[config.mk]
export PLATFORM = sky130hd
export DESIGN_NAME = random_color_zone_painter
export DESIGN_NICKNAME = d
export VERILOG_FILES = /design/src/hdl/rczp_pkg.sv /design/src/hdl/random_color_zone_painter.sv /design/src/hdl/rczp_div.sv /design/src/hdl/rczp_dp.sv /design/src/hdl/rczp_ctrl.sv
export VERILOG_INCLUDE_DIRS = /design/src /design/src/hdl
export SDC_FILE = /design/constraint.sdc
export NUM_CORES = 1
export LEC_CHECK = 0
export BUFFER_PORTS_ARGS = -buffer_cell sky130_fd_sc_hd__buf_2
export CORE_UTILIZATION = 60
export DETAILED_ROUTE_END_ITERATION = 8
export PLACE_DENSITY = 0.79
export SYNTH_ARGS = -nofsm -noshare
export SYNTH_HDL_FRONTEND = slang
export SYNTH_SLANG_ARGS = --single-unit
[constraint.sdc]
create_clock -name clk -period 10.2 [get_ports clk]
set_input_delay 0.51 -clock clk [delete_from_list [all_inputs] [get_ports clk]]
set_output_delay 0.51 -clock clk [all_outputs]
set_load 0.01 [all_outputs]
[src/hdl/random_color_zone_painter_defines.svh]
// assertion macros shared by the zone painter
`ifndef RANDOM_COLOR_ZONE_PAINTER_DEFINES_SVH
`define RANDOM_COLOR_ZONE_PAINTER_DEFINES_SVH

// same-cycle implication, checked out of reset
`define RCZP_ASSERT_IMPL(lbl, pre, post) \
    lbl: assert property (@(posedge clk) disable iff (!rst_n) (pre) |-> (post)) \
        else $error("zone painter check failed");

// next-cycle implication, checked out of reset
`define RCZP_ASSERT_NEXT(lbl, pre, post) \
    lbl: assert property (@(posedge clk) disable iff (!rst_n) (pre) |=> (post)) \
        else $error("zone painter check failed");

`endif

[src/hdl/rczp_pkg.sv]
// shared types, constants and the hue wheel for the zone painter
package rczp_pkg;

    // controller states
    typedef enum logic [2:0] {
        ST_IDLE,
        ST_DIV_N,
        ST_DIV_Z,
        ST_COL,
        ST_STEP,
        ST_EMIT
    } ctrl_state_t;

    // commands from controller to datapath
    typedef struct packed {
        logic start_n;
        logic start_z;
        logic setup;
        logic step_begin;
        logic step;
        logic emit;
    } dp_cmd_t;

    // status from datapath to controller
    typedef struct packed {
        logic div_done;
        logic need_step;
        logic distinct;
        logic out_free;
        logic last_col;
    } dp_status_t;

    typedef struct packed {
        logic [7:0] red;
        logic [7:0] green;
        logic [7:0] blue;
    } rgb_t;

    // configuration register indexes
    localparam logic [1:0] REG_SPEED     = 2'd0;
    localparam logic [1:0] REG_INTENSITY = 2'd1;
    localparam logic [1:0] REG_SEED      = 2'd2;

    localparam logic [7:0]  SPEED_RESET     = 8'd128;
    localparam logic [7:0]  INTENSITY_RESET = 8'd128;
    localparam logic [15:0] SEED_RESET      = 16'd1;

    // generator and timing constants
    localparam logic [31:0] LCG_MUL       = 32'd2053;
    localparam logic [31:0] LCG_INC       = 32'd13849;
    localparam logic [7:0]  MIN_HUE_STEP  = 8'd42;
    localparam logic [9:0]  PERIOD_BASE   = 10'd25;

    // six-sector full-saturation wheel, t = hue*6 split by 255
    function automatic rgb_t hue_to_rgb(input logic [7:0] hue);
        logic [10:0] t;
        logic [2:0]  sec;
        logic [10:0] base;
        logic [7:0]  r;
        rgb_t        c;
        t = 11'({3'b000, hue} * 11'd6);
        if (t >= 11'd1275) begin
            sec  = 3'd5;
            base = 11'd1275;
        end else if (t >= 11'd1020) begin
            sec  = 3'd4;
            base = 11'd1020;
        end else if (t >= 11'd765) begin
            sec  = 3'd3;
            base = 11'd765;
        end else if (t >= 11'd510) begin
            sec  = 3'd2;
            base = 11'd510;
        end else if (t >= 11'd255) begin
            sec  = 3'd1;
            base = 11'd255;
        end else begin
            sec  = 3'd0;
            base = 11'd0;
        end
        // top of the wheel lands on r = 255 in the last sector
        r = 8'(t - base);
        case (sec)
            3'd0:
            begin
                c = '{red: 8'd255, green: r, blue: 8'd0};
            end
            3'd1:
            begin
                c = '{red: 8'd255 - r, green: 8'd255, blue: 8'd0};
            end
            3'd2:
            begin
                c = '{red: 8'd0, green: 8'd255, blue: r};
            end
            3'd3:
            begin
                c = '{red: 8'd0, green: 8'd255 - r, blue: 8'd255};
            end
            3'd4:
            begin
                c = '{red: r, green: 8'd0, blue: 8'd255};
            end
            default:
            begin
                c = '{red: 8'd255, green: 8'd0, blue: 8'd255 - r};
            end
        endcase
        return c;
    endfunction

endpackage

[src/hdl/random_color_zone_painter.sv]
// Random color zone painter: each frame time item yields COLUMNS colored column items,
// highest column first. An item first finds the interval number and then its zone offset
// (one shared divider, one quotient bit per cycle), then passes through a column state and
// an emit state per column, with generator steps at each zone boundary, retried until the
// hue is far enough from the last one, and waits on any output stall. A new frame is
// accepted as soon as the last column sits in the output register. Configuration writes are
// taken in any cycle; there is no clearing pass after reset.
`include "random_color_zone_painter_defines.svh"

module random_color_zone_painter #(
    parameter int COLUMNS = 64
) (
    input  logic        clk,
    input  logic        rst_n,
    input  logic        cfg_valid,
    output logic        cfg_ready,
    input  logic [1:0]  cfg_index,
    input  logic [15:0] cfg_data,
    input  logic        in_valid,
    output logic        in_ready,
    input  logic [31:0] time_ms,
    output logic        out_valid,
    input  logic        out_ready,
    output logic [5:0]  column,
    output logic [7:0]  red,
    output logic [7:0]  green,
    output logic [7:0]  blue,
    output logic        last_column
);

    rczp_pkg::dp_cmd_t    cmd;
    rczp_pkg::dp_status_t status;

    // registers are always writable
    assign cfg_ready = 1'b1;

    rczp_ctrl u_ctrl (
        .clk      (clk),
        .rst_n    (rst_n),
        .in_valid (in_valid),
        .in_ready (in_ready),
        .status   (status),
        .cmd      (cmd)
    );

    rczp_dp #(
        .COLUMNS (COLUMNS)
    ) u_dp (
        .clk         (clk),
        .rst_n       (rst_n),
        .cfg_write   (cfg_valid & cfg_ready),
        .cfg_index   (cfg_index),
        .cfg_data    (cfg_data),
        .time_ms     (time_ms),
        .cmd         (cmd),
        .status      (status),
        .out_ready   (out_ready),
        .out_valid   (out_valid),
        .column      (column),
        .red         (red),
        .green       (green),
        .blue        (blue),
        .last_column (last_column)
    );

    // an emitted column shows up as a valid item
    `RCZP_ASSERT_NEXT(a_emit_shows, cmd.emit, out_valid)
    // a frame keeps the input closed once accepted
    `RCZP_ASSERT_NEXT(a_accept_busy, in_valid && in_ready, !in_ready)
    // the final column reopens the input with the last item on display
    `RCZP_ASSERT_NEXT(a_last_reopens, cmd.emit && status.last_col, in_ready && out_valid && last_column)
    // a generator search never starts while the input is open
    `RCZP_ASSERT_IMPL(a_step_busy, cmd.step_begin || cmd.step, !in_ready)

endmodule

[src/hdl/rczp_div.sv]
// restoring divider, one quotient bit per cycle
module rczp_div (
    input  logic        clk,
    input  logic        rst_n,
    input  logic        start,
    input  logic [31:0] dividend,
    input  logic [9:0]  divisor,
    output logic        done,
    output logic [31:0] quotient,
    output logic [9:0]  remainder
);

    logic        busy_reg, busy_next;
    logic        done_reg, done_next;
    logic [4:0]  cnt_reg, cnt_next;
    logic [31:0] quo_reg, quo_next;
    logic [9:0]  rem_reg, rem_next;
    logic [9:0]  dsr_reg, dsr_next;
    logic [10:0] trial;
    logic        fits;

    // trial subtract of the shifted partial remainder
    assign trial = {rem_reg, quo_reg[31]};
    assign fits  = trial >= {1'b0, dsr_reg};

    // next values
    always_comb
    begin
        busy_next = busy_reg;
        done_next = 1'b0;
        cnt_next  = cnt_reg;
        quo_next  = quo_reg;
        rem_next  = rem_reg;
        dsr_next  = dsr_reg;
        if (start) begin
            busy_next = 1'b1;
            cnt_next  = 5'd0;
            quo_next  = dividend;
            rem_next  = 10'd0;
            dsr_next  = divisor;
        end else if (busy_reg) begin
            rem_next = fits ? 10'(trial - {1'b0, dsr_reg}) : trial[9:0];
            quo_next = {quo_reg[30:0], fits};
            cnt_next = cnt_reg + 5'd1;
            if (cnt_reg == 5'd31) begin
                busy_next = 1'b0;
                done_next = 1'b1;
            end
        end
    end

    // control registers
    always_ff @(posedge clk or negedge rst_n)
    begin
        if (!rst_n) begin
            busy_reg <= 1'b0;
            done_reg <= 1'b0;
            cnt_reg  <= 5'd0;
        end else begin
            busy_reg <= busy_next;
            done_reg <= done_next;
            cnt_reg  <= cnt_next;
        end
    end

    // operand registers
    always_ff @(posedge clk)
    begin
        quo_reg <= quo_next;
        rem_reg <= rem_next;
        dsr_reg <= dsr_next;
    end

    assign done      = done_reg;
    assign quotient  = quo_reg;
    assign remainder = rem_reg;

endmodule

[src/hdl/rczp_dp.sv]
// datapath: config registers, divider, generator, zone tracking, output register
module rczp_dp #(
    parameter int COLUMNS = 64
) (
    input  logic                clk,
    input  logic                rst_n,
    input  logic                cfg_write,
    input  logic [1:0]          cfg_index,
    input  logic [15:0]         cfg_data,
    input  logic [31:0]         time_ms,
    input  rczp_pkg::dp_cmd_t   cmd,
    output rczp_pkg::dp_status_t status,
    input  logic                out_ready,
    output logic                out_valid,
    output logic [5:0]          column,
    output logic [7:0]          red,
    output logic [7:0]          green,
    output logic [7:0]          blue,
    output logic                last_column
);

    localparam logic [9:0] PERIOD_BASE_W = rczp_pkg::PERIOD_BASE;

    logic [7:0]  speed_reg, speed_next;
    logic [7:0]  intensity_reg, intensity_next;
    logic [15:0] seed_reg, seed_next;
    logic [15:0] saved_lcg_reg, saved_lcg_next;
    logic [15:0] last_interval_reg, last_interval_next;
    logic        seeded_reg, seeded_next;
    logic        out_valid_reg, out_valid_next;

    logic [31:0] n_reg, n_next;
    logic [4:0]  z_reg, z_next;
    logic [5:0]  col_reg, col_next;
    logic        fresh_reg, fresh_next;
    logic [15:0] gen_reg, gen_next;
    logic [7:0]  prev_hi_reg, prev_hi_next;
    logic [5:0]  column_reg, column_next;
    rczp_pkg::rgb_t rgb_reg, rgb_next;
    logic        last_reg, last_next;

    logic [7:0]  speed_inv;
    logic [9:0]  period;
    logic [4:0]  zsize;
    logic        div_start;
    logic [31:0] div_dividend;
    logic [9:0]  div_divisor;
    logic        div_done;
    logic [31:0] div_quotient;
    logic [9:0]  div_remainder;
    logic [15:0] lcg_next;
    logic [7:0]  hi_new;
    logic [7:0]  hi_diff;
    logic        distinct;

    // interval length and zone size from the registers
    assign speed_inv = ~speed_reg;
    assign period    = PERIOD_BASE_W + {1'b0, speed_inv, 1'b0} + {2'b00, speed_inv};
    assign zsize     = {1'b0, ~intensity_reg[7:4]} + 5'd1;

    // shared divider: frame time by interval, then interval by zone size
    assign div_start    = cmd.start_n | cmd.start_z;
    assign div_dividend = cmd.start_z ? div_quotient : time_ms;
    assign div_divisor  = cmd.start_z ? {5'd0, zsize} : period;

    rczp_div u_div (
        .clk       (clk),
        .rst_n     (rst_n),
        .start     (div_start),
        .dividend  (div_dividend),
        .divisor   (div_divisor),
        .done      (div_done),
        .quotient  (div_quotient),
        .remainder (div_remainder)
    );

    // one generator step and the distance test on its high byte
    assign lcg_next = 16'(({16'd0, gen_reg} * rczp_pkg::LCG_MUL) + rczp_pkg::LCG_INC);
    assign hi_new   = lcg_next[15:8];
    assign hi_diff  = (hi_new >= prev_hi_reg) ? (hi_new - prev_hi_reg) : (prev_hi_reg - hi_new);
    assign distinct = hi_diff >= rczp_pkg::MIN_HUE_STEP;

    // status to the controller
    assign status.div_done  = div_done;
    assign status.need_step = fresh_reg | (z_reg >= zsize);
    assign status.distinct  = distinct;
    assign status.out_free  = ~out_valid_reg | out_ready;
    assign status.last_col  = (col_reg == 6'd0);

    // next values
    always_comb
    begin
        speed_next         = speed_reg;
        intensity_next     = intensity_reg;
        seed_next          = seed_reg;
        saved_lcg_next     = saved_lcg_reg;
        last_interval_next = last_interval_reg;
        seeded_next        = seeded_reg;
        out_valid_next     = out_valid_reg;
        n_next             = n_reg;
        z_next             = z_reg;
        col_next           = col_reg;
        fresh_next         = fresh_reg;
        gen_next           = gen_reg;
        prev_hi_next       = prev_hi_reg;
        column_next        = column_reg;
        rgb_next           = rgb_reg;
        last_next          = last_reg;

        // configuration writes
        if (cfg_write) begin
            unique case (cfg_index)
                rczp_pkg::REG_SPEED:     speed_next     = cfg_data[7:0];
                rczp_pkg::REG_INTENSITY: intensity_next = cfg_data[7:0];
                rczp_pkg::REG_SEED:      seed_next      = cfg_data;
                default:                 seed_next      = seed_reg;
            endcase
        end

        // interval number is ready when the zone division starts
        if (cmd.start_z) begin
            n_next = div_quotient;
        end

        // frame setup once the zone offset is known
        if (cmd.setup) begin
            col_next   = 6'(COLUMNS - 1);
            z_next     = div_remainder[4:0];
            fresh_next = (div_remainder == 10'd0) && (n_reg != {16'd0, last_interval_reg});
            if (seeded_reg) begin
                gen_next = saved_lcg_reg;
            end else begin
                gen_next       = seed_reg;
                saved_lcg_next = seed_reg;
            end
        end

        if (cmd.step_begin) begin
            prev_hi_next = gen_reg[15:8];
        end

        // search for a color far enough from the last one
        if (cmd.step) begin
            gen_next = lcg_next;
            if (distinct) begin
                if (fresh_reg) begin
                    saved_lcg_next = lcg_next;
                end
                fresh_next = 1'b0;
                z_next     = 5'd0;
            end
        end

        // output register
        if (out_valid_reg && out_ready) begin
            out_valid_next = 1'b0;
        end
        if (cmd.emit) begin
            out_valid_next = 1'b1;
            column_next    = col_reg;
            rgb_next       = rczp_pkg::hue_to_rgb(gen_reg[15:8]);
            last_next      = (col_reg == 6'd0);
            z_next         = z_reg + 5'd1;
            col_next       = col_reg - 6'd1;
            if (col_reg == 6'd0) begin
                last_interval_next = n_reg[15:0];
                seeded_next        = 1'b1;
            end
        end
    end

    // state that reset clears
    always_ff @(posedge clk or negedge rst_n)
    begin
        if (!rst_n) begin
            speed_reg         <= rczp_pkg::SPEED_RESET;
            intensity_reg     <= rczp_pkg::INTENSITY_RESET;
            seed_reg          <= rczp_pkg::SEED_RESET;
            saved_lcg_reg     <= 16'd0;
            last_interval_reg <= 16'd0;
            seeded_reg        <= 1'b0;
            out_valid_reg     <= 1'b0;
        end else begin
            speed_reg         <= speed_next;
            intensity_reg     <= intensity_next;
            seed_reg          <= seed_next;
            saved_lcg_reg     <= saved_lcg_next;
            last_interval_reg <= last_interval_next;
            seeded_reg        <= seeded_next;
            out_valid_reg     <= out_valid_next;
        end
    end

    // working and payload registers
    always_ff @(posedge clk)
    begin
        n_reg       <= n_next;
        z_reg       <= z_next;
        col_reg     <= col_next;
        fresh_reg   <= fresh_next;
        gen_reg     <= gen_next;
        prev_hi_reg <= prev_hi_next;
        column_reg  <= column_next;
        rgb_reg     <= rgb_next;
        last_reg    <= last_next;
    end

    assign out_valid   = out_valid_reg;
    assign column      = column_reg;
    assign red         = rgb_reg.red;
    assign green       = rgb_reg.green;
    assign blue        = rgb_reg.blue;
    assign last_column = last_reg;

endmodule

[src/hdl/rczp_ctrl.sv]
// controller: frame sequencing over divisions, generator search and column output
module rczp_ctrl (
    input  logic                 clk,
    input  logic                 rst_n,
    input  logic                 in_valid,
    output logic                 in_ready,
    input  rczp_pkg::dp_status_t status,
    output rczp_pkg::dp_cmd_t    cmd
);

    rczp_pkg::ctrl_state_t state_reg, state_next;

    // next state
    always_comb
    begin
        state_next = state_reg;
        unique case (state_reg)
            rczp_pkg::ST_IDLE:
            begin
                if (in_valid) state_next = rczp_pkg::ST_DIV_N;
            end
            rczp_pkg::ST_DIV_N:
            begin
                if (status.div_done) state_next = rczp_pkg::ST_DIV_Z;
            end
            rczp_pkg::ST_DIV_Z:
            begin
                if (status.div_done) state_next = rczp_pkg::ST_COL;
            end
            rczp_pkg::ST_COL:
            begin
                state_next = status.need_step ? rczp_pkg::ST_STEP : rczp_pkg::ST_EMIT;
            end
            rczp_pkg::ST_STEP:
            begin
                if (status.distinct) state_next = rczp_pkg::ST_EMIT;
            end
            rczp_pkg::ST_EMIT:
            begin
                if (status.out_free) begin
                    state_next = status.last_col ? rczp_pkg::ST_IDLE : rczp_pkg::ST_COL;
                end
            end
            default:
            begin
                state_next = rczp_pkg::ST_IDLE;
            end
        endcase
    end

    // outputs
    always_comb
    begin
        in_ready = 1'b0;
        cmd      = '0;
        unique case (state_reg)
            rczp_pkg::ST_IDLE:
            begin
                in_ready    = 1'b1;
                cmd.start_n = in_valid;
            end
            rczp_pkg::ST_DIV_N:
            begin
                cmd.start_z = status.div_done;
            end
            rczp_pkg::ST_DIV_Z:
            begin
                cmd.setup = status.div_done;
            end
            rczp_pkg::ST_COL:
            begin
                cmd.step_begin = status.need_step;
            end
            rczp_pkg::ST_STEP:
            begin
                cmd.step = 1'b1;
            end
            rczp_pkg::ST_EMIT:
            begin
                cmd.emit = status.out_free;
            end
            default:
            begin
                cmd = '0;
            end
        endcase
    end

    // state register
    always_ff @(posedge clk or negedge rst_n)
    begin
        if (!rst_n) begin
            state_reg <= rczp_pkg::ST_IDLE;
        end else begin
            state_reg <= state_next;
        end
    end

endmodule
==> impl_metrics.csv <==
group,metric,value,unit
status,status,"completed",
grt,grt.overflow.total,0,
synth,synth_cell_types,87,
clock_tree,cts_hold_buffers,0,
floorplanning,num_rows,53,
clock_tree,post_cts_resized,0,
finish,layout.nets,1468,
grt,gr-usage-met3,3.75,%
grt,grt.total_usage,24.4,%
synth,syn_area_per_cell,10.9,µm²
finish,design_area,14600,µm²
clock_tree,cts_max_path_buffers,3,
drt,drtPass1Iterations,4,
grt,gr-max-usage-layer,"met2",
place,place_hpwl,18900,µm
clock_tree,postCtsSetupBuffers,0,
sta,slew-limit-headroom,24.7,%
setup_path,crit_arrival,7440,ps
sta,slew_violations,0,
sta,setup-violations-final,0,
setup_path,cp-start-kind,"flip-flop",
clock_tree,cts_buffers,24,
finish,final_layout_size_suffix_gt1_share,16.3,%
setup_path,r2r.worst_path.cells,25,
drt,drt_iter0_drc,456,
sta,clock-skew-final,18.3,ps
grt,grt_max_degree,73,
floorplanning,initial_core_util,61.8,%
grt,met2_usage,42.4,%
setup_path,worstSetupEndpointType,"flip-flop",
synth,post-synth-top-count-cell,"nand2_1",
synth,synth_edf_count,135,
finish,n_fill_cell,1575,
sta,finalCritPeriodShare,69.0,%
power,p_per_area,344,nW/µm²
place,portBuffers,87,
setup_path,regToRegSetupSlack,3160,ps
place,place_area,13800,µm²
clock_tree,clk_latency,520,ps
synth,ys.flop_type,"edfxtp_1",
drt,drc,0,
power,p_leak,6.59,nW
setup_path,critical_path.max_fanout,16,
drt,drt_wl_total,26200,µm
synth,synth_common_cells,"173 x nand2_1, 135 x edfxtp_1, 116 x ha_1, 85 x inv_1, 69 x dfrtp_1",
sta,rsz0062_at_grt,"no",
clock_tree,cts_root_buf,"clkbuf_16",
sta,fmax,142,MHz
sta,worst_slew_pin_slew,1130,ps
synth,synthCells,1199,
floorplanning,die_area,22400,µm²
synth,synth-seq-area-share,47.1,%
synth,synthesis.nets,1383,
clock_tree,clk_pin_slew,60,ps
sta,period_minus_slack,7040,ps
power,ir_drop,351,µV
sta,tns,0,ps
clock_tree,h-tree-depth,1,
floorplanning,design.core.area,21200,µm²
floorplanning,die_h,150,µm
synth,yosysTopAreaCell,"edfxtp_1",
floorplanning,ios,89,
sta,whs,141,ps
synth,synth_top_area_share,30.9,%
floorplanning,die_w,150,µm
setup_path,critPathKind,"reg2reg",
synth,yosys-top-cells-area,"edfxtp_1 31%, dfrtp_1 13%, ha_1 11%",
synth,yosysWarnings,0,
setup_path,reg2reg_from,"u_dp.gen_reg[0]$_DFFE_PP_",
drt,wl_per_cell,16.6,µm
clock_tree,cts_sinks,223,
sta,hold_viol_final,0,
setup_path,reg2reg_to,"u_dp.saved_lcg_reg[1]$_DFF_PN0_",
setup_path,required,10600,ps
grt,grt_pass1_vias,8919,
synth,synth-seq-cells,223,
synth,netlist_area,13100,µm²
clock_tree,tritoncts,"done",
drt,postRouteAntennaNets,0,
grt,antenna_found_initial,0,
min_path,hold_class,"in2async",
finish,antenna_cells,0,
place,gp_congestion,0.892,
synth,async_flop_share,32.3,%
run,drv_cap,0,
grt,gr-usage-met1,31.6,%
drt,routed_via_density,5.71,
drt,num_vias,9009,
finish,syn2layout_area_growth,11.3,%
grt,grt_pass1_wl,43400,µm
==> power breakdown <==
part	internal (mW)	leakage, nW	switching [mW]
logic	1.15	3.90	1.61
clock network	0.514	0.379	0.341
registers	1.26	2.31	0.148
total	2.93	6.59	2.10
==> critical path, cell delays in order (launching register included) <==
cell and delay [ps]:
edfxtp_1 470, ha_1 260, fa_1 370, ha_1 330
xor2_1 190, ha_1 280, ha_1 340, a31o_2 250
a21oi_1 220, nor2b_1 90, o311a_1 320, o21ai_0 170
o2bb2ai_1 170, o21ai_0 140, xnor2_1 180, ha_1 520
a21oi_1 110, or3_1 350, a32oi_1 240, mux2i_1 150
o211a_1 250, o31a_1 300, o31ai_1 360, o211ai_2 180
nand3_4 300, mux2_2 380
==> worst max-delay path by stage <==
stage | startpoint | slack (ps) | depth (start not counted) | to
after floorplan | u_dp.gen_reg[0]$_DFFE_PP_ | 3880 | 26 | u_dp.saved_lcg_reg[7]$_DFF_PN0_
after global placement | u_dp.gen_reg[0]$_DFFE_PP_ | 3330 | 25 | u_dp.saved_lcg_reg[2]$_DFF_PN0_
after detailed placement | u_dp.gen_reg[0]$_DFFE_PP_ | 3210 | 25 | u_dp.saved_lcg_reg[7]$_DFF_PN0_
after CTS | u_dp.gen_reg[0]$_DFFE_PP_ | 3190 | 25 | u_dp.saved_lcg_reg[7]$_DFF_PN0_
after global routing | u_dp.gen_reg[0]$_DFFE_PP_ | 2740 | 25 | u_dp.saved_lcg_reg[1]$_DFF_PN0_
final | u_dp.gen_reg[0]$_DFFE_PP_ | 3160 | 25 | u_dp.saved_lcg_reg[1]$_DFF_PN0_
==> cells by family (layout without fill, tap and decap cells) <==
kind of cell	count (synthesis)	in the layout	synth area share, %
adder cells (fa/ha/maj)	129	129	13.1
other	1	1	0.0286
XOR/XNOR	75	75	5.24
AND/OR/NAND/NOR	352	352	12.3
multiplexers	111	111	9.05
AO/OA/AOI/OAI	186	186	9.54
flip-flops	223	223	47.1
buffers and inverters	122	225	3.65
==> layout make-up <==
cell class,instances,area [µm²],share of cell area (%)
sequential,223,6180,42.3
clock buffer,40,732,5.01
multi-input combinational,854,6460,44.3
timing repair buffer,96,505,3.46
inverter,85,319,2.19
clock inverter,4,57.6,0.394
tap,275,344,2.36
==> metrics by stage <==
step	setup WS (ps)	utilization (%)	instances	total power, mW
6_report	3160	68.8	1577	5.03
5_1_grt	2740	68.8	1577	5.42
3_5_place_dp	3210	65.1	1533	4.15
2_1_floorplan	3880	-	1199	3.57
3_3_place_gp	3330	65.1	1533	4.10
4_1_cts	3190	68.8	1577	5.02
==> layer usage <==
metal	up-vias	wire length, µm
li1	4432	-
met1	4336	11600
met2	197	12900
met3	44	1200
met4	0	531
met5	-	0
==> placed cells by master (no fill, tap or decap), types with 7 or more instances in the layout <==
master,synthesis,final
nand2_1,173,173
edfxtp_1,135,135
ha_1,116,116
buf_2,1,86
inv_1,85,85
dfrtp_1,69,69
nor2_1,66,65
mux2i_1,57,57
o21ai_0,52,52
mux2_2,52,52
a21oi_1,48,47
xnor2_1,40,40
xor2_1,31,31
clkbuf_16,0,25
nand3_1,19,19
nor2b_1,17,17
dfxtp_1,16,16
nor3_1,14,14
fa_1,13,13
nand4_1,10,10
clkbuf_1,28,10
buf_4,1,10
a21o_1,9,9
nor4_1,9,9
nand2b_1,8,8
o311ai_0,7,7
Note: power is estimated with default switching activity, not from simulation.
